File: src/rtl/btb_pkg.sv
`timescale 1ns / 1ps

package btb_pkg;

   localparam int INDEX_BITS_DEFAULT   = 12;
   localparam int COUNTER_BITS_DEFAULT = 2;
   localparam int ADDRESS_BITS         = 32;

   localparam logic [1:0] MODE_PREDICT   = 2'd0;
   localparam logic [1:0] MODE_TAKEN     = 2'd1;
   localparam logic [1:0] MODE_NOT_TAKEN = 2'd2;

   typedef struct packed {
      logic load_req;
      logic clear_write;
      logic load_rsp;
      logic write_entry;
   } btb_cmd_type;

   typedef struct packed {
      logic clear_done;
      logic is_predict;
      logic is_resolve;
   } btb_status_type;

endpackage

File: src/rtl/btb_ctrl.sv
`timescale 1ns / 1ps

module btb_ctrl (
   input  logic                    clock,
   input  logic                    reset,
   input  logic                    req_valid,
   output logic                    req_ready,
   output logic                    rsp_valid,
   input  logic                    rsp_ready,
   input  btb_pkg::btb_status_type status,
   output btb_pkg::btb_cmd_type    cmd
);

   typedef enum logic [1:0] {
      ST_CLEAR,
      ST_IDLE,
      ST_LOOKUP
   } state_type;

   state_type state_ff;
   logic      rsp_valid_ff;
   logic      rsp_valid_in;
   logic      rsp_free;

   assign rsp_free     = !rsp_valid_ff || rsp_ready;
   assign req_ready    = (state_ff == ST_IDLE);
   assign rsp_valid    = rsp_valid_ff;
   assign rsp_valid_in = cmd.load_rsp || (rsp_valid_ff && !rsp_ready);

   always_comb begin
      cmd.clear_write = (state_ff == ST_CLEAR);
      cmd.load_req    = (state_ff == ST_IDLE) && req_valid;
      cmd.load_rsp    = (state_ff == ST_LOOKUP) && status.is_predict && rsp_free;
      cmd.write_entry = (state_ff == ST_LOOKUP) && status.is_resolve;
   end

   always_ff @(posedge clock) begin
      if (reset) begin
         state_ff     <= ST_CLEAR;
         rsp_valid_ff <= 1'b0;
      end else begin
         rsp_valid_ff <= rsp_valid_in;
         unique case (state_ff)
            ST_CLEAR: begin
               if (status.clear_done) begin
                  state_ff <= ST_IDLE;
               end
            end
            ST_IDLE: begin
               if (req_valid) begin
                  state_ff <= ST_LOOKUP;
               end
            end
            ST_LOOKUP: begin
               if (status.is_predict) begin
                  if (rsp_free) begin
                     state_ff <= ST_IDLE;
                  end
               end else begin
                  state_ff <= ST_IDLE;
               end
            end
            default: begin
               state_ff <= ST_CLEAR;
            end
         endcase
      end
   end

endmodule

File: config.mk
export PLATFORM = sky130hd
export DESIGN_NAME = btb_ctrl
export DESIGN_NICKNAME = d
export VERILOG_FILES = /design/src/rtl/btb_pkg.sv /design/src/rtl/btb_ctrl.sv
export SDC_FILE = /design/constraint.sdc
export NUM_CORES = 1
export LEC_CHECK = 0
export BUFFER_PORTS_ARGS = -buffer_cell sky130_fd_sc_hd__buf_2
export CAP_MARGIN = 5
export CORE_AREA = 2 2 39 41
export DETAILED_ROUTE_END_ITERATION = 10
export DIE_AREA = 0 0 41 43
export HOLD_SLACK_MARGIN = 0.02
export PLACE_DENSITY_LB_ADDON = 0.3
export RECOVER_POWER = 100
export SLEW_MARGIN = 20
export SYNTH_ARGS = -nofsm -noshare
export SYNTH_HDL_FRONTEND = slang
export SYNTH_SLANG_ARGS = --single-unit
File: constraint.sdc
create_clock -name clock -period 1.5 [get_ports clock]
set_clock_uncertainty 0.1 [all_clocks]
set_input_delay 0.3 -clock clock [delete_from_list [all_inputs] [get_ports clock]]
set_output_delay 0.3 -clock clock [all_outputs]
set_load 0.01 [all_outputs]
* After elaboration in Yosys (flattened, before gate mapping)
Index checks and enable logic that the tools add are counted.
** Cells by class
- Equal/unequal tests :: 5
- Muxes and demuxes :: 5
- Reductions and logical operators :: 11
** Operators by type and width (count)
- $mux 2 :: 4
- $pmux 2 s3 :: 1
- $logic_and 1x1->1 :: 5
- $ne 2x2->1 const B :: 2
- $ne 3x3->1 const B :: 1
- $reduce_and 3->1 :: 1
- $eq 2x1->1 const B :: 1
- $eq 2x2->1 const B :: 1
- $logic_not 1->1 :: 2
- $logic_not 2->1 :: 1
- $logic_or 1x1->1 :: 2
** Storage, ports and cells
- Flip-flop bits (word level) :: 3

* Longest topological paths before layout
- Depth in word-level cells :: 5
- Gate-level depth with buffers :: 2
- Depth with buffers taken out :: 2

* Least setup slack after synthesis
OpenSTA, ideal clock, no wires.
- Path kind :: register -> output
- Start :: reg state_ff[1]
- End :: out cmd[3] (netlist bit)
- Data arrival time :: 0.815 ns
- Data required time :: 1.100 ns
- Slack :: 0.285 ns
- Stages on the path, launching flop included :: 3
- Path buffers :: 0
- Path through :: dfxtp_1 -> and2b_2 -> and2_1
** RTL lines
- start, declared :: RTL line btb_ctrl.sv:20 : state_type state_ff;
- start signal, assigned :: RTL line btb_ctrl.sv:39 : state_ff <= ST_CLEAR;
- start signal, assigned :: RTL line btb_ctrl.sv:46 : state_ff <= ST_IDLE;
- start signal, assigned :: RTL line btb_ctrl.sv:51 : state_ff <= ST_LOOKUP;
- end, declared :: RTL line btb_ctrl.sv:11 : output btb_pkg::btb_cmd_type cmd

==> summary.md <==
For the max-slew violation count, the log shows 0. The tools report the origin of the critical flop-to-flop path as state_ff[1]. Once layout is done, the placed cells without fillers occupy 298 sq um.

Clock-pin slew was measured on the worst setup and hold paths at 0.04 ns. The number of distinct library cell variants in the gate-level netlist after synthesis is 14. For the setup-violating endpoint count in the final report, the log shows 0. Once placement finished, the instance area stood at 245 sq um.

The initial standard-cell utilization of the core is 11.9%, and the delay of the slowest critical-path stage is 0.36 ns. The critical path is of the register to output pin type. For the required time of the critical path, the log shows 1.10 ns. In this run, CTS created clock tree buffers numbering 3. The tools report the number of DRC markers after the initial detailed-route iteration as 1. The worst IR drop on VDD was 0.513 mV; the share of the clock period used by the worst path was 96.6%. The number of nets in the synthesized netlist is 24.

The slew of the pin with the lowest slew margin came out at 0.233 ns. Cell count after synthesis: 17. The design draws 271 uW.

Once detail routing completed, the nets flagged for antenna violations numbered 0. The first global-routing pass estimated 627 um of wire. In this run the power density over the cells is 909 nW/um^2. OpenSTA, run right after detailed placement, puts the worst setup slack at 0.172 ns. Counting along the longest clock path gives a buffer depth of 2. The slowest stage of the critical path is the sky130_fd_sc_hd__dfxtp_4 cell. Shortest period the worst path allows: 1.45 ns.

Setup repair after global routing left no endpoint under its margin. The arrival time reported for the critical path endpoint was 1.05 ns. Leading cell type in the layout, fill and taps excluded: sky130_fd_sc_hd__buf_2. The maximum net fanout on the critical path was 7; the minimum setup slack in the final design was 0.0509 ns.

Final-report hold violation count: 0. The run finished with clean final reports. The worst hold path begins at reset. In the final design database the tool counted 43 nets. Across every metal layer, demand over resource in global routing totals 6.22%.

The most area-hungry cell type in the Yosys netlist was sky130_fd_sc_hd__dfxtp_1. The run gives 162 as the filler cell count in the final layout. The die is 41 um wide. Entering global routing, the biggest net connects 9 pins. For the antenna diode instance count, the log shows 0. For the Yosys warning count, the log shows 0.

Worst-case register-to-register setup slack: 0.36 ns. The detailed-route vias per instance is 3.82. The clock latency at the later pin of the worst-skew pair was 0.23 ns. For the worst flop-to-flop path, the logic depth is 2. CTS placed an instance of sky130_fd_sc_hd__clkbuf_4 at the clock tree root. TritonCTS built the clock tree. The mean area per synthesized cell works out to 9.72 sq um.

The total grt overflow is 0. In the final timing run, aggregate negative setup slack is 0 ns. The share of the synthesized area in the top cell type is 36.4%, and the layout-stage area growth over the synthesis result is 80.3%. The reported max-cap violation count is 0, and the number of global-route vias before repair is 160.

Detailed routing inserted a total of 195 vias. The routed wire length is 407 um. Startpoint type of the worst setup path: a register. The flip-flop and latch count after synthesis came out at 3. The core region is 1380 sq um. The kind of end point of the critical path was an output pin.

The floorplan step defined a die boundary enclosing 1760 sq um. After synthesis, flip-flops and latches occupy 36.4% of the total area. In this run the count of I/O pins placed on the die edge is 13. The worst register-to-register path ends at state_ff[0]. Classification of the worst-slack hold path: input pin to register.

The path with the worst hold slack has its endpoint at rsp_valid. The logs give 84.3% for the normalized max-slew margin and 165 sq um for the synthesized area. From bottom edge to top edge, the die measures 43 um.

The number of levels the H-tree was split into was 1; the count of input and output buffers was 12. Count of cells along the worst hold path: 2. The tools report the number of iterations in the first detailed-routing pass as 2.

Standby leakage power: 0.135 nW. The run gives 0 as the count of hold-fix buffers inserted at cts. The sink count of the clock tree came out at 3. The congestion estimate from routability-driven global placement came to 0.674. Remaining routing DRC violations: 0.

The floorplan has 14 rows. Leaving out fill and tap cells, the most frequent cells in the layout are 7 x sky130_fd_sc_hd__buf_2, 4 x sky130_fd_sc_hd__clkbuf_4, 3 x sky130_fd_sc_hd__clkbuf_1. The run gives 0 as the initial antenna violation count. The average detailed-routed wire length per instance was 7.98 um; the highest clock rate was 0.690 GHz.

The signal on the critical path passes through and2b_2 > and2_4 > buf_6. The post-route netlist has 57.1% of its cells at a drive strength greater than 1. Ranked by total cell area, the synthesized netlist is headed by sky130_fd_sc_hd__dfxtp_1 36%, sky130_fd_sc_hd__nand4bb_1 6.8%, sky130_fd_sc_hd__and3b_2 6.1%.
[where the power goes]
part / internal [mW] / switching, mW
Clock: 0.0996 / 0.0399
Sequential: 0.0840 / 0.00536
Combinational: 0.0250 / 0.0169
[sequential cells by signal (all words and copies together), names as in the netlist]
name,flops
state_ff,2
rsp_valid,1
[per-layer routing]
layer	part of all wire [%]	up-vias	global-route usage, %
met2	34	14	5.94
met4	0	0	4.00
li1	-	102	-
met1	44	79	6.73
met3	22	0	8.38
met5	0	-	0
[cells by family after synthesis]
group              count (synthesis)  share of synthesized area, %
and+or+nand+nor                   11                          50.8
AOI/OAI and AO/OA                  3                          12.9
DFF                                3                          36.4
[timing repair]
item | CTS | global route
endpoints found under the setup margin | 1 | 2
pin swaps | 0 | 1
setup buffers | 0 | 2
resized for setup | 2 | 3
[worst max-delay path: cells and delay by family (launching register included)]
kind                   cells  cell delay, ns
flip-flops                 1            0.36
AND/OR/NAND/NOR            2            0.35
buffers and inverters      1            0.11
[synth_stat cells]
cell type,n
sky130_fd_sc_hd__o31ai_1,1
sky130_fd_sc_hd__nand4bb_1,1
sky130_fd_sc_hd__and4b_1,1
sky130_fd_sc_hd__or4b_1,1
sky130_fd_sc_hd__nand3b_1,1
sky130_fd_sc_hd__nor2b_1,1
sky130_fd_sc_hd__o41ai_1,1
sky130_fd_sc_hd__and3b_2,1
sky130_fd_sc_hd__and2_1,1
sky130_fd_sc_hd__nor2_1,2
sky130_fd_sc_hd__nand2b_1,1
sky130_fd_sc_hd__a21oi_1,1
sky130_fd_sc_hd__dfxtp_1,3
sky130_fd_sc_hd__and2b_2,1
[worst max-delay path by stage]
stage,from,depth (start not counted),slack (ns),end
after floorplan,state_ff[1],2,0.28,cmd[3]
after global placement,state_ff[1],3,0.19,cmd[3]
after detailed placement,state_ff[1],3,0.17,cmd[3]
after CTS,state_ff[1],3,0.002,cmd[3]
after global routing,state_ff[1],3,0.002,cmd[3]
final,state_ff[1],3,0.05,cmd[3]
[stage by stage]
| stage | std cells | utilization (%) | hold slack, ns |
|---|---|---|---|
| 2_1_floorplan | 17 | - | 0.269 |
| 3_3_place_gp | 45 | 17.7 | 0.423 |
| 3_5_place_dp | 45 | 17.7 | 0.425 |
| 4_1_cts | 49 | 19.9 | 0.174 |
| 5_1_grt | 51 | 21.5 | 0.190 |
| 6_report | 51 | 21.5 | 0.181 |
[area by class of cell]
class	instances	area, sq um	area share (%)
Multi-Input combinational cell	14	108	36.1
Tap cell	16	20.0	6.72
Timing Repair Buffer	14	78.8	26.5
Clock buffer	4	26.3	8.82
Sequential cell	3	65.1	21.8
Note: power is estimated with default switching activity, not from simulation.
